**config.mk**
```make
export PLATFORM = sky130hd
export DESIGN_NAME = deadline_ordered_timer_table_unit
export DESIGN_NICKNAME = d
export VERILOG_FILES = /design/src/rtl/dotu_pkg.sv /design/src/rtl/deadline_ordered_timer_table_unit.sv /design/src/rtl/dotu_ram.sv /design/src/rtl/dotu_front.sv /design/src/rtl/dotu_rsp_queue.sv /design/src/rtl/dotu_back.sv
export SDC_FILE = /design/constraint.sdc
export NUM_CORES = 2
export LEC_CHECK = 0
export BUFFER_PORTS_ARGS = -buffer_cell sky130_fd_sc_hd__buf_2
export CORE_MARGIN = 2
export CORE_UTILIZATION = 63
export CTS_CLUSTER_SIZE = 16
export DETAILED_ROUTE_END_ITERATION = 16
export PLACE_DENSITY = 0.8
export SLEW_MARGIN = 20
export SYNTH_ARGS = -nofsm -noshare
export SYNTH_HDL_FRONTEND = slang
export SYNTH_SLANG_ARGS = --single-unit
```
**constraint.sdc**
```tcl
create_clock -name clock -period 10.86 [get_ports clock]
set_input_delay 2.172 -clock clock [delete_from_list [all_inputs] [get_ports clock]]
set_output_delay 2.172 -clock clock [all_outputs]
set_load 0.02 [all_outputs]
```
**src/rtl/dotu_pkg.sv**
```systemverilog
// ----------------------------------------------------------------------------
// dotu_pkg
// Types, codes and constants shared by the timer table unit.
// ----------------------------------------------------------------------------
package dotu_pkg;

   // Default number of timer slots and default rollover window in ms.
   localparam int SLOTS_DEFAULT = 16;
   localparam logic [31:0] DEFAULT_WINDOW = 32'(60 * 60 * 1000);
   localparam logic [63:0] EMPTY_REMAINING = '1;

   // Operation codes as they arrive on the request channel.
   typedef enum logic [2:0] {
      OP_ADD     = 3'd0,
      OP_CANCEL  = 3'd1,
      OP_REFRESH = 3'd2,
      OP_RESET   = 3'd3,
      OP_QUERY   = 3'd4,
      OP_EXPIRE  = 3'd5,
      OP_NOP     = 3'd6
   } op_type;

   // Result status codes.
   typedef enum logic [1:0] {
      STS_OK         = 2'd0,
      STS_NOT_ACTIVE = 2'd1,
      STS_FULL       = 2'd2,
      STS_NOTHING    = 2'd3
   } status_type;

   // A classified request as held between the front and the back.
   typedef struct packed {
      op_type      op;
      logic [5:0]  slot;
      logic [31:0] period;
      logic        repeat_req;
      logic        restart_now;
      logic [63:0] now;
   } cmd_type;

   // One result item.
   typedef struct packed {
      status_type  status;
      logic [5:0]  timer_id;
      logic [63:0] remaining;
      logic        any_active;
      logic        front_notice;
      logic        last;
   } rsp_type;

endpackage

```
**src/rtl/deadline_ordered_timer_table_unit.sv**
```systemverilog
// ----------------------------------------------------------------------------
// deadline_ordered_timer_table_unit
// Table of one-shot and recurring timers ordered by absolute deadline.
// ----------------------------------------------------------------------------
// Requests enter through a queue interface (req_push / req_full) and results
// leave through another (rsp_empty / rsp_pop); every request yields one
// result, except expire, which yields one result per due timer, the final one
// marked by rsp_last, or a single result when none is due. The rollover
// window is written through csr_valid / csr_ready / csr_data; the user must
// write it only while the unit is idle, as the block does not enforce this.
// A front queue of two requests decouples the request side from the executing
// back end, and a two-entry result queue decouples the receiver.
// Query scans the deadline memory, one slot read per cycle, and so do add and
// reset when they run a front check; cancel, refresh and unused codes do not.
// Expire scans the table once for due timers, then once per due timer to
// pick each next one in deadline order, and once to rearm recurring timers;
// with nothing due it answers without further scans. One request runs at a time.
// Reset empties both queues, disarms every timer, clears the notice flag and
// the previous expire time, and restores the default window. When the
// receiver stalls, the result queue fills, the back end holds its result and
// the front queue fills in turn.
// ----------------------------------------------------------------------------
module deadline_ordered_timer_table_unit #(
   parameter int SLOTS = dotu_pkg::SLOTS_DEFAULT
) (
   input  logic        clock,
   input  logic        reset,
   input  logic        req_push,
   output logic        req_full,
   input  logic [2:0]  req_operation,
   input  logic [5:0]  req_slot,
   input  logic [31:0] req_period_ms,
   input  logic        req_repeat_req,
   input  logic        req_restart_now,
   input  logic [63:0] req_now_ms,
   output logic        rsp_empty,
   input  logic        rsp_pop,
   output logic [1:0]  rsp_status,
   output logic [5:0]  rsp_timer_id,
   output logic [63:0] rsp_remaining_ms,
   output logic        rsp_any_active,
   output logic        rsp_front_notice,
   output logic        rsp_last,
   input  logic        csr_valid,
   output logic        csr_ready,
   input  logic [31:0] csr_data
);

   logic              cmd_valid;
   logic              cmd_pop;
   dotu_pkg::cmd_type cmd;
   logic              rsp_push;
   logic              rsp_full;
   dotu_pkg::rsp_type rsp_in;
   dotu_pkg::rsp_type rsp_head;
   logic [31:0]       window_ff;

   // Rollover window register; writes are always taken.
   assign csr_ready = 1'b1;

   always_ff @(posedge clock) begin
      if (reset) begin
         window_ff <= dotu_pkg::DEFAULT_WINDOW;
      end else if (csr_valid) begin
         window_ff <= csr_data;
      end
   end

   dotu_front u_front (
      .clock           (clock),
      .reset           (reset),
      .req_push        (req_push),
      .req_full        (req_full),
      .req_operation   (req_operation),
      .req_slot        (req_slot),
      .req_period_ms   (req_period_ms),
      .req_repeat_req  (req_repeat_req),
      .req_restart_now (req_restart_now),
      .req_now_ms      (req_now_ms),
      .cmd_valid       (cmd_valid),
      .cmd             (cmd),
      .cmd_pop         (cmd_pop)
   );

   dotu_back #(.SLOTS(SLOTS)) u_back (
      .clock     (clock),
      .reset     (reset),
      .window    (window_ff),
      .cmd_valid (cmd_valid),
      .cmd       (cmd),
      .cmd_pop   (cmd_pop),
      .rsp_push  (rsp_push),
      .rsp       (rsp_in),
      .rsp_full  (rsp_full)
   );

   dotu_rsp_queue u_rsp_queue (
      .clock     (clock),
      .reset     (reset),
      .push      (rsp_push),
      .push_data (rsp_in),
      .full      (rsp_full),
      .empty     (rsp_empty),
      .pop       (rsp_pop),
      .head      (rsp_head)
   );

   // Result fields onto their ports.
   assign rsp_status       = rsp_head.status;
   assign rsp_timer_id     = rsp_head.timer_id;
   assign rsp_remaining_ms = rsp_head.remaining;
   assign rsp_any_active   = rsp_head.any_active;
   assign rsp_front_notice = rsp_head.front_notice;
   assign rsp_last         = rsp_head.last;

endmodule

```
**src/rtl/dotu_ram.sv**
```systemverilog
// ----------------------------------------------------------------------------
// dotu_ram
// Generic single-write, single-read RAM with a registered read port.
// ----------------------------------------------------------------------------
module dotu_ram #(
   parameter int WIDTH = 64,
   parameter int DEPTH = 16
) (
   input  logic                     clock,
   input  logic                     wr_en,
   input  logic [$clog2(DEPTH)-1:0] wr_addr,
   input  logic [WIDTH-1:0]         wr_data,
   input  logic [$clog2(DEPTH)-1:0] rd_addr,
   output logic [WIDTH-1:0]         rd_data
);

   logic [WIDTH-1:0] mem_ff [DEPTH];

   // Write port and registered read port.
   always_ff @(posedge clock) begin
      if (wr_en) begin
         mem_ff[wr_addr] <= wr_data;
      end
      rd_data <= mem_ff[rd_addr];
   end

endmodule

```
**src/rtl/dotu_front.sv**
```systemverilog
// ----------------------------------------------------------------------------
// dotu_front
// Accepts requests, classifies the operation code and queues them.
// ----------------------------------------------------------------------------
module dotu_front (
   input  logic              clock,
   input  logic              reset,
   input  logic              req_push,
   output logic              req_full,
   input  logic [2:0]        req_operation,
   input  logic [5:0]        req_slot,
   input  logic [31:0]       req_period_ms,
   input  logic              req_repeat_req,
   input  logic              req_restart_now,
   input  logic [63:0]       req_now_ms,
   output logic              cmd_valid,
   output dotu_pkg::cmd_type cmd,
   input  logic              cmd_pop
);

   dotu_pkg::cmd_type entry_ff [2];
   dotu_pkg::cmd_type entry_in;
   logic       wr_ptr_ff, wr_ptr_in;
   logic       rd_ptr_ff, rd_ptr_in;
   logic [1:0] count_ff, count_in;
   logic       push_ok;
   logic       pop_ok;

   // Decode the operation code; unused codes become a no-op.
   always_comb begin
      entry_in.slot        = req_slot;
      entry_in.period      = req_period_ms;
      entry_in.repeat_req  = req_repeat_req;
      entry_in.restart_now = req_restart_now;
      entry_in.now         = req_now_ms;
      unique case (req_operation)
         dotu_pkg::OP_ADD:     entry_in.op = dotu_pkg::OP_ADD;
         dotu_pkg::OP_CANCEL:  entry_in.op = dotu_pkg::OP_CANCEL;
         dotu_pkg::OP_REFRESH: entry_in.op = dotu_pkg::OP_REFRESH;
         dotu_pkg::OP_RESET:   entry_in.op = dotu_pkg::OP_RESET;
         dotu_pkg::OP_QUERY:   entry_in.op = dotu_pkg::OP_QUERY;
         dotu_pkg::OP_EXPIRE:  entry_in.op = dotu_pkg::OP_EXPIRE;
         default:              entry_in.op = dotu_pkg::OP_NOP;
      endcase
   end

   // Two-entry queue pointers and fill count.
   always_comb begin
      req_full  = (count_ff == 2'd2);
      cmd_valid = (count_ff != 2'd0);
      cmd       = entry_ff[rd_ptr_ff];
      push_ok   = req_push && !req_full;
      pop_ok    = cmd_pop && cmd_valid;
      wr_ptr_in = push_ok ? !wr_ptr_ff : wr_ptr_ff;
      rd_ptr_in = pop_ok ? !rd_ptr_ff : rd_ptr_ff;
      count_in  = count_ff + 2'(push_ok) - 2'(pop_ok);
   end

   always_ff @(posedge clock) begin
      if (reset) begin
         wr_ptr_ff <= 1'b0;
         rd_ptr_ff <= 1'b0;
         count_ff  <= 2'd0;
      end else begin
         wr_ptr_ff <= wr_ptr_in;
         rd_ptr_ff <= rd_ptr_in;
         count_ff  <= count_in;
      end
   end

   // Payload storage.
   always_ff @(posedge clock) begin
      if (push_ok) begin
         entry_ff[wr_ptr_ff] <= entry_in;
      end
   end

endmodule

```
**src/rtl/dotu_rsp_queue.sv**
```systemverilog
// ----------------------------------------------------------------------------
// dotu_rsp_queue
// Two-entry result queue that parts the back end from the result receiver.
// ----------------------------------------------------------------------------
module dotu_rsp_queue (
   input  logic              clock,
   input  logic              reset,
   input  logic              push,
   input  dotu_pkg::rsp_type push_data,
   output logic              full,
   output logic              empty,
   input  logic              pop,
   output dotu_pkg::rsp_type head
);

   dotu_pkg::rsp_type entry_ff [2];
   logic       wr_ptr_ff, wr_ptr_in;
   logic       rd_ptr_ff, rd_ptr_in;
   logic [1:0] count_ff, count_in;
   logic       push_ok;
   logic       pop_ok;

   // Pointer and count update.
   always_comb begin
      full      = (count_ff == 2'd2);
      empty     = (count_ff == 2'd0);
      head      = entry_ff[rd_ptr_ff];
      push_ok   = push && !full;
      pop_ok    = pop && !empty;
      wr_ptr_in = push_ok ? !wr_ptr_ff : wr_ptr_ff;
      rd_ptr_in = pop_ok ? !rd_ptr_ff : rd_ptr_ff;
      count_in  = count_ff + 2'(push_ok) - 2'(pop_ok);
   end

   always_ff @(posedge clock) begin
      if (reset) begin
         wr_ptr_ff <= 1'b0;
         rd_ptr_ff <= 1'b0;
         count_ff  <= 2'd0;
      end else begin
         wr_ptr_ff <= wr_ptr_in;
         rd_ptr_ff <= rd_ptr_in;
         count_ff  <= count_in;
      end
   end

   always_ff @(posedge clock) begin
      if (push_ok) begin
         entry_ff[wr_ptr_ff] <= push_data;
      end
   end

endmodule

```
**src/rtl/dotu_back.sv**
```systemverilog
// ----------------------------------------------------------------------------
// dotu_back
// Executes classified requests against the timer table, scanning the
// deadline and period memories one slot per cycle.
// ----------------------------------------------------------------------------
module dotu_back #(
   parameter int SLOTS = dotu_pkg::SLOTS_DEFAULT
) (
   input  logic              clock,
   input  logic              reset,
   input  logic [31:0]       window,
   input  logic              cmd_valid,
   input  dotu_pkg::cmd_type cmd,
   output logic              cmd_pop,
   output logic              rsp_push,
   output dotu_pkg::rsp_type rsp,
   input  logic              rsp_full
);

   localparam int IW = $clog2(SLOTS);
   localparam int CW = $clog2(SLOTS + 1);
   localparam int PW = 33;

   typedef enum logic [5:0] {
      ST_IDLE   = 6'b000001,
      ST_EXEC   = 6'b000010,
      ST_RDWAIT = 6'b000100,
      ST_RESET2 = 6'b001000,
      ST_SCAN   = 6'b010000,
      ST_EMIT   = 6'b100000
   } state_type;

   typedef enum logic [1:0] {
      SCAN_MIN   = 2'd0,
      SCAN_DUE   = 2'd1,
      SCAN_SEL   = 2'd2,
      SCAN_REARM = 2'd3
   } scan_type;

   state_type         state_ff, state_in;
   scan_type          mode_ff, mode_in;
   dotu_pkg::cmd_type cmd_ff, cmd_in;
   dotu_pkg::rsp_type res_ff, res_in;
   logic [SLOTS-1:0]  armed_ff, armed_in;
   logic [SLOTS-1:0]  due_ff, due_in;
   logic [SLOTS-1:0]  fired_ff, fired_in;
   logic [SLOTS-1:0]  recv_ff, recv_in;
   logic              notice_ff, notice_in;
   logic [63:0]       prev_ff, prev_in;
   logic              roll_ff, roll_in;
   logic              exp_act_ff, exp_act_in;
   logic              exp_busy_ff, exp_busy_in;
   logic [63:0]       start_ff, start_in;
   logic              rec_ff, rec_in;
   logic [IW-1:0]     tgt_ff, tgt_in;
   logic [CW-1:0]     scan_ff, scan_in;
   logic              pv_ff, pv_in;
   logic [IW-1:0]     pidx_ff, pidx_in;
   logic              bv_ff, bv_in;
   logic [63:0]       bdl_ff, bdl_in;
   logic [IW-1:0]     bidx_ff, bidx_in;

   logic              dl_wr_en;
   logic [IW-1:0]     dl_wr_addr;
   logic [63:0]       dl_wr_data;
   logic [63:0]       dl_q;
   logic              pr_wr_en;
   logic [PW-1:0]     pr_wr_data;
   logic [PW-1:0]     pr_q;
   logic [IW-1:0]     rd_addr;

   logic              scan_issue;
   logic              scan_done;
   logic              slot_oor;
   logic [IW-1:0]     slot_idx;
   logic [IW-1:0]     free_idx;
   logic [SLOTS-1:0]  due_left;
   logic              fn_hit;

   // Deadline and period memories; the period word carries the recurring bit.
   dotu_ram #(.WIDTH(64), .DEPTH(SLOTS)) u_dl_ram (
      .clock   (clock),
      .wr_en   (dl_wr_en),
      .wr_addr (dl_wr_addr),
      .wr_data (dl_wr_data),
      .rd_addr (rd_addr),
      .rd_data (dl_q)
   );

   dotu_ram #(.WIDTH(PW), .DEPTH(SLOTS)) u_pr_ram (
      .clock   (clock),
      .wr_en   (pr_wr_en),
      .wr_addr (slot_idx),
      .wr_data (pr_wr_data),
      .rd_addr (rd_addr),
      .rd_data (pr_q)
   );

   // Lowest free slot and slot decode.
   always_comb begin
      free_idx = '0;
      for (int i = SLOTS - 1; i >= 0; i--) begin
         if (!armed_ff[i]) begin
            free_idx = IW'(i);
         end
      end
      slot_oor = ({1'b0, cmd_ff.slot} >= 7'(SLOTS));
      slot_idx = (state_ff == ST_EXEC && cmd_ff.op == dotu_pkg::OP_ADD) ?
                 free_idx : cmd_ff.slot[IW-1:0];
   end

   // Scan sequencing: an address is issued and its data is seen in the next cycle.
   always_comb begin
      scan_issue = (state_ff == ST_SCAN) && (scan_ff != CW'(SLOTS));
      scan_done  = (state_ff == ST_SCAN) && !scan_issue && !pv_ff;
      rd_addr    = scan_issue ? scan_ff[IW-1:0] : cmd_ff.slot[IW-1:0];
      due_left   = due_ff;
      due_left[bidx_ff] = 1'b0;
      fn_hit     = bv_ff && (bidx_ff == tgt_ff);
   end

   // Main sequencer.
   always_comb begin
      state_in    = state_ff;
      mode_in     = mode_ff;
      cmd_in      = cmd_ff;
      res_in      = res_ff;
      armed_in    = armed_ff;
      due_in      = due_ff;
      fired_in    = fired_ff;
      recv_in     = recv_ff;
      notice_in   = notice_ff;
      prev_in     = prev_ff;
      roll_in     = roll_ff;
      exp_act_in  = exp_act_ff;
      exp_busy_in = exp_busy_ff;
      start_in    = start_ff;
      rec_in      = rec_ff;
      tgt_in      = tgt_ff;
      scan_in     = scan_ff;
      pv_in       = 1'b0;
      pidx_in     = pidx_ff;
      bv_in       = bv_ff;
      bdl_in      = bdl_ff;
      bidx_in     = bidx_ff;
      cmd_pop     = 1'b0;
      rsp_push    = 1'b0;
      dl_wr_en    = 1'b0;
      dl_wr_addr  = slot_idx;
      dl_wr_data  = cmd_ff.now + {32'd0, cmd_ff.period};
      pr_wr_en    = 1'b0;
      pr_wr_data  = {cmd_ff.repeat_req, cmd_ff.period};

      // Result in progress; the activity flag is filled in when it is pushed.
      rsp = res_ff;
      rsp.any_active = exp_busy_ff ? exp_act_ff : (|armed_ff);

      unique case (state_ff)
         ST_IDLE: begin
            if (cmd_valid) begin
               cmd_pop  = 1'b1;
               cmd_in   = cmd;
               state_in = ST_EXEC;
            end
         end

         ST_EXEC: begin
            res_in        = '0;
            res_in.status = dotu_pkg::STS_OK;
            res_in.last   = 1'b1;
            state_in      = ST_EMIT;
            case (cmd_ff.op)
               dotu_pkg::OP_ADD: begin
                  if (&armed_ff) begin
                     res_in.status = dotu_pkg::STS_FULL;
                  end else begin
                     dl_wr_en           = 1'b1;
                     pr_wr_en           = 1'b1;
                     armed_in[free_idx] = 1'b1;
                     tgt_in             = free_idx;
                     res_in.timer_id    = 6'(free_idx);
                     if (!notice_ff) begin
                        mode_in  = SCAN_MIN;
                        scan_in  = '0;
                        bv_in    = 1'b0;
                        state_in = ST_SCAN;
                     end
                  end
               end
               dotu_pkg::OP_CANCEL: begin
                  if (slot_oor || !armed_ff[slot_idx]) begin
                     res_in.status = dotu_pkg::STS_NOT_ACTIVE;
                  end else begin
                     armed_in[slot_idx] = 1'b0;
                  end
               end
               dotu_pkg::OP_REFRESH: begin
                  if (slot_oor || !armed_ff[slot_idx]) begin
                     res_in.status = dotu_pkg::STS_NOT_ACTIVE;
                  end else begin
                     state_in = ST_RDWAIT;
                  end
               end
               dotu_pkg::OP_RESET: begin
                  if (slot_oor) begin
                     res_in.status = dotu_pkg::STS_NOT_ACTIVE;
                  end else begin
                     state_in = ST_RDWAIT;
                  end
               end
               dotu_pkg::OP_QUERY: begin
                  notice_in = 1'b0;
                  mode_in   = SCAN_MIN;
                  scan_in   = '0;
                  bv_in     = 1'b0;
                  state_in  = ST_SCAN;
               end
               dotu_pkg::OP_EXPIRE: begin
                  if (armed_ff == '0) begin
                     res_in.status = dotu_pkg::STS_NOTHING;
                  end else begin
                     roll_in  = (cmd_ff.now < prev_ff) &&
                                ((prev_ff - cmd_ff.now) > {32'd0, window});
                     prev_in  = cmd_ff.now;
                     due_in   = '0;
                     fired_in = '0;
                     mode_in  = SCAN_DUE;
                     scan_in  = '0;
                     state_in = ST_SCAN;
                  end
               end
               default: begin
               end
            endcase
         end

         ST_RDWAIT: begin
            // Stored deadline and period of the addressed slot are valid here.
            state_in = ST_EMIT;
            if (cmd_ff.op == dotu_pkg::OP_REFRESH) begin
               dl_wr_en   = 1'b1;
               dl_wr_data = cmd_ff.now + {32'd0, pr_q[31:0]};
            end else if (cmd_ff.period == pr_q[31:0] && !cmd_ff.restart_now) begin
               res_in.status = dotu_pkg::STS_OK;
            end else if (!armed_ff[slot_idx]) begin
               res_in.status = dotu_pkg::STS_NOT_ACTIVE;
            end else begin
               start_in = cmd_ff.restart_now ? cmd_ff.now :
                          (dl_q - {32'd0, pr_q[31:0]});
               rec_in   = pr_q[32];
               state_in = ST_RESET2;
            end
         end

         ST_RESET2: begin
            dl_wr_en   = 1'b1;
            dl_wr_data = start_ff + {32'd0, cmd_ff.period};
            pr_wr_en   = 1'b1;
            pr_wr_data = {rec_ff, cmd_ff.period};
            tgt_in     = slot_idx;
            if (notice_ff) begin
               state_in = ST_EMIT;
            end else begin
               mode_in  = SCAN_MIN;
               scan_in  = '0;
               bv_in    = 1'b0;
               state_in = ST_SCAN;
            end
         end

         ST_SCAN: begin
            if (scan_issue) begin
               pv_in   = 1'b1;
               pidx_in = scan_ff[IW-1:0];
               scan_in = scan_ff + CW'(1);
            end
            // Work on the slot whose memory data has just arrived.
            if (pv_ff) begin
               case (mode_ff)
                  SCAN_MIN: begin
                     if (armed_ff[pidx_ff] && (!bv_ff || dl_q < bdl_ff)) begin
                        bv_in   = 1'b1;
                        bdl_in  = dl_q;
                        bidx_in = pidx_ff;
                     end
                  end
                  SCAN_DUE: begin
                     due_in[pidx_ff]   = armed_ff[pidx_ff] && (roll_ff || dl_q <= cmd_ff.now);
                     fired_in[pidx_ff] = armed_ff[pidx_ff] && (roll_ff || dl_q <= cmd_ff.now);
                     recv_in[pidx_ff]  = pr_q[32];
                  end
                  SCAN_SEL: begin
                     if (due_ff[pidx_ff] && (!bv_ff || dl_q < bdl_ff)) begin
                        bv_in   = 1'b1;
                        bdl_in  = dl_q;
                        bidx_in = pidx_ff;
                     end
                  end
                  default: begin
                     if (fired_ff[pidx_ff] && recv_ff[pidx_ff]) begin
                        dl_wr_en   = 1'b1;
                        dl_wr_addr = pidx_ff;
                        dl_wr_data = cmd_ff.now + {32'd0, pr_q[31:0]};
                     end
                  end
               endcase
            end
            // End of a full pass over the table.
            if (scan_done) begin
               case (mode_ff)
                  SCAN_MIN: begin
                     state_in = ST_EMIT;
                     if (cmd_ff.op == dotu_pkg::OP_QUERY) begin
                        if (!bv_ff) begin
                           res_in.remaining = dotu_pkg::EMPTY_REMAINING;
                        end else if (cmd_ff.now >= bdl_ff) begin
                           res_in.remaining = '0;
                        end else begin
                           res_in.remaining = bdl_ff - cmd_ff.now;
                        end
                     end else begin
                        res_in.front_notice = fn_hit;
                        notice_in           = fn_hit;
                     end
                  end
                  SCAN_DUE: begin
                     if (due_ff == '0) begin
                        res_in.status = dotu_pkg::STS_NOTHING;
                        state_in      = ST_EMIT;
                     end else begin
                        exp_act_in  = |(armed_ff & (~due_ff | recv_ff));
                        exp_busy_in = 1'b1;
                        mode_in     = SCAN_SEL;
                        scan_in     = '0;
                        bv_in       = 1'b0;
                     end
                  end
                  SCAN_SEL: begin
                     res_in.status   = dotu_pkg::STS_OK;
                     res_in.timer_id = 6'(bidx_ff);
                     res_in.last     = (due_left == '0);
                     due_in          = due_left;
                     state_in        = ST_EMIT;
                  end
                  default: begin
                     state_in = ST_IDLE;
                  end
               endcase
            end
         end

         ST_EMIT: begin
            if (!rsp_full) begin
               rsp_push = 1'b1;
               if (!exp_busy_ff) begin
                  state_in = ST_IDLE;
               end else if (due_ff != '0) begin
                  mode_in  = SCAN_SEL;
                  scan_in  = '0;
                  bv_in    = 1'b0;
                  state_in = ST_SCAN;
               end else begin
                  // All due timers delivered: disarm one-shots, rearm the rest.
                  armed_in    = armed_ff & ~(fired_ff & ~recv_ff);
                  exp_busy_in = 1'b0;
                  mode_in     = SCAN_REARM;
                  scan_in     = '0;
                  state_in    = ST_SCAN;
               end
            end
         end

         default: begin
            state_in = ST_IDLE;
         end
      endcase
   end

   // Control state.
   always_ff @(posedge clock) begin
      if (reset) begin
         state_ff    <= ST_IDLE;
         armed_ff    <= '0;
         notice_ff   <= 1'b0;
         prev_ff     <= '0;
         exp_busy_ff <= 1'b0;
         pv_ff       <= 1'b0;
      end else begin
         state_ff    <= state_in;
         armed_ff    <= armed_in;
         notice_ff   <= notice_in;
         prev_ff     <= prev_in;
         exp_busy_ff <= exp_busy_in;
         pv_ff       <= pv_in;
      end
   end

   // Working registers.
   always_ff @(posedge clock) begin
      mode_ff    <= mode_in;
      cmd_ff     <= cmd_in;
      res_ff     <= res_in;
      due_ff     <= due_in;
      fired_ff   <= fired_in;
      recv_ff    <= recv_in;
      roll_ff    <= roll_in;
      exp_act_ff <= exp_act_in;
      start_ff   <= start_in;
      rec_ff     <= rec_in;
      tgt_ff     <= tgt_in;
      scan_ff    <= scan_in;
      pidx_ff    <= pidx_in;
      bv_ff      <= bv_in;
      bdl_ff     <= bdl_in;
      bidx_ff    <= bidx_in;
   end

endmodule

```
==> impl_metrics.yaml <==
run_status:
  status: "complete, no violations"
cells_and_area:
  final_common_cell: "edfxtp_1"
  layout_common_cells: "edfxtp_1, nand2_1, a21oi_1"
  fin_nets: 9096
  layout-drive-gt1-share_pct: 16.8
  nFillCells: 11600
  multi_input_area_sq_mm: 0.0406
  final-seq-area_sq_mm: 0.0733
  syn2layout_area_growth_pct: 10.7
  utilization_pct: 70.3
clock_network:
  cts_sinks: 2517
  insertion_delay_ns: 0.95
  clockBufferDepth: 3
  cts.clk_slew.worst_paths_ns: 0.07
  cts_setup_buffers: 0
  clock-root-buffer: "clkbuf_16"
  post_cts_resized: 0
  cts_hold_buf: 0
  cts_buffers: 233
  cts_tree: "done"
  htreeDepth: 4
synth:
  synth.distinct_cells: 104
  synth.largest_area_cell: "edfxtp_1"
  synth_seq_area_share_pct: 63.1
  async_reset_ff_share_pct: 0
  synthCells: 8288
  synth_top_area_share_pct: 59.2
  ys_ff_latch: 2517
  yosys-top-cells-area: "edfxtp_1, mux4_2, ha_1, dfxtp_1, nand2_1"
  synth_ff_type: "edfxtp_1"
  syn_area_sq_mm: 0.116
  syn_avg_cell_area_sq_um: 14.0
  synth_edf_count: 2290
  yosysWarnings: 0
detailed_routing:
  drc_errors: 0
  via_per_inst: 6.89
  first_pass_iters: 6
  routed-wl-met2_microns: 156000
  vias: 77100
  routedWlPerCell_microns: 30.8
  first_iter_violations: 10600
  wl_met1_microns: 132000
  highest_layer: "met5"
  ant_nets: 0
  wl_met3_microns: 42300
  routed_wirelength_microns: 345000
global_route:
  grt_max_degree: 124
  grt_use_total_pct: 36.6
  grt_first_pass_wirelength_microns: 499000
  overflow: 0
  antenna_found_initial: 13
  grt_pass1_vias: 75200
worst_hold_path:
  min_to: "u_rsp_queue.entry_ff[0][3]"
  hold_depth: 0
  holdCritStartpoint: "u_back.rsp[3]"
  hp-class: "reg2reg"
worst_setup_path:
  path_class: "reg2reg"
  r2r-start: "u_back.cmd_ff[1]"
  r2r-end: "u_back.roll_ff"
  cp.arrival_ns: 7.12
  crit_required_ns: 11.47
  rrSetupSlack_ns: 4.35
  start_kind: "flop"
  critPathLaunch: "u_back.cmd_ff[1]"
  cp_max_fo: 6
  end_kind: "flop"
  r2r_cells: 24
timing:
  period_share_pct: 59.9
  period_minus_slack_ns: 6.51
  tightest_slew_ns: 1.13
  final_hold_viol_count: 0
  fin_skew_ns: 0.120
  fmax_mhz: 154
  rsz0062_at_grt: "no"
  final_max_slew_viol_count: 0
  tns_ns: 0
  relSlewSlack_pct: 22.8
  finalSetupViolations: 0
place:
  place.gp.congestion: 0.989
  hpwl_microns: 218000
  io_buffers: 218
run:
  maxCapViolations: 0
floorplanning:
  core_area_sq_mm: 0.183
  die_h_microns: 433
  die-area_sq_mm: 0.188
  rows: 157
  top_level_ports: 222
  initial_core_util_pct: 63.5
  die_w_microns: 433
pwr:
  leakage_nw: 44.9
  ir_drop_uv: 227
  powerDensity_mw_per_mm2: 273
## flip-flops by register name, indices dropped and copies added (netlist names), 5 cells and up, named ones only
register                 flops
u_back.rsp                  72
u_back.u_pr_ram.rd_data     33
u_back.due_ff               16
u_back.scan_ff               5
u_back.u_dl_ram.mem_ff    1024
u_back.armed_ff             16
u_rsp_queue.entry_ff       146
window_ff                   32
u_front.entry_ff           214
u_back.u_pr_ram.mem_ff     528
u_back.prev_ff              64
u_back.fired_ff             16
u_back.recv_ff              16
u_back.start_ff             64
u_back.bdl_ff               64
u_back.state_ff              6
u_back.u_dl_ram.rd_data     64
u_back.cmd_ff              107
## report_power, final
part / total (mW) / internal, mW / switching [mW] / leakage, nW
registers: 14.0 / 12.8 / 1.19 / 22.5
clock network: 8.46 / 4.71 / 3.75 / 3.85
logic: 12.6 / 4.46 / 8.16 / 18.5
## stage by stage
step	hold WS, ns	total power [mW]	area (sq um)	worst slack [ns]	std cells
after global routing	0.427	36.3	129000	3.91	11200
after global placement	0.422	25.8	121000	4.52	10700
after detailed placement	0.430	26.1	121000	4.45	10700
final	0.419	35.1	129000	4.35	11200
after floorplan	0.421	21.6	116000	3.22	8289
after CTS	0.428	34.7	129000	4.37	11200
## area by class of cell
type,instances,area share (%)
timing repair buffer,391,1.92
inverter,333,0.972
antenna,1,0.00195
clock inverter,132,1.22
sequential,2517,57.0
multi-input combinational,5045,31.5
tap,2464,2.40
clock buffer,315,4.96
## cells by family after synthesis
logic type	after synthesis	synth area share (%)
flops	2517	63.1
simple gates	1918	7.95
compound gates	1766	9.67
buf+inv	727	2.44
mux	627	9.91
fa+ha+maj	431	4.68
xor+xnor	300	2.26
other cells	2	0.00646
## synth_stat cells, types with 56 or more instances
| library cell | number |
|---|---|
| edfxtp_1 | 2290 |
| nand2_1 | 725 |
| a21oi_1 | 478 |
| ha_1 | 425 |
| mux4_2 | 400 |
| inv_1 | 333 |
| nor2_1 | 326 |
| o21ai_0 | 320 |
| clkbuf_1 | 294 |
| dfxtp_1 | 227 |
| a21o_1 | 197 |
| mux2_2 | 186 |
| xnor2_1 | 177 |
| a31oi_1 | 163 |
| nand3_1 | 161 |
| a211oi_1 | 132 |
| and2_1 | 131 |
| nand4_1 | 124 |
| xor2_1 | 123 |
| nor3_1 | 96 |
| nor2b_1 | 65 |
| o21ai_1 | 59 |
| and3_1 | 58 |
| buf_2 | 58 |
| nand2b_1 | 56 |
## how the worst max path moves through the flow
stage / end / slack [ns] / cells past startpoint
2_1_floorplan: u_back.rec_ff / 3.22 / 12
3_3_place_gp: u_back.roll_ff / 4.52 / 25
3_5_place_dp: u_back.roll_ff / 4.45 / 24
4_1_cts: u_back.roll_ff / 4.37 / 24
5_1_grt: u_back.roll_ff / 3.91 / 25
6_report: u_back.roll_ff / 4.35 / 24
## per-layer routing
metal	global-route usage [%]	vias to the layer above
met5	0	-
met4	15.5	8
met3	8.61	819
met2	55.2	5508
met1	51.4	38200
li1	-	32600
## worst max-delay path, cell delays in order, from the launching register on
cell       delay [ns]
edfxtp_1         0.50
inv_1            0.24
fa_1             0.47
nand3_1          0.12
a21oi_1          0.11
or2_1            0.30
a211o_1          0.36
o2111a_1         0.28
o21ai_0          0.28
nand2b_1         0.09
a21oi_1          0.19
xnor2_1          0.13
ha_1             0.30
nand4_1          0.12
nor3_1           0.30
nand4_1          0.22
o21ai_0          0.19
or4b_1           0.47
nor4b_2          0.28
o2111ai_1        0.18
nor4_2           0.27
nand3_1          0.12
nor4_2           0.24
nand4b_1         0.13
o31a_1           0.33
No activity file was read; power rests on OpenSTA's default activity.
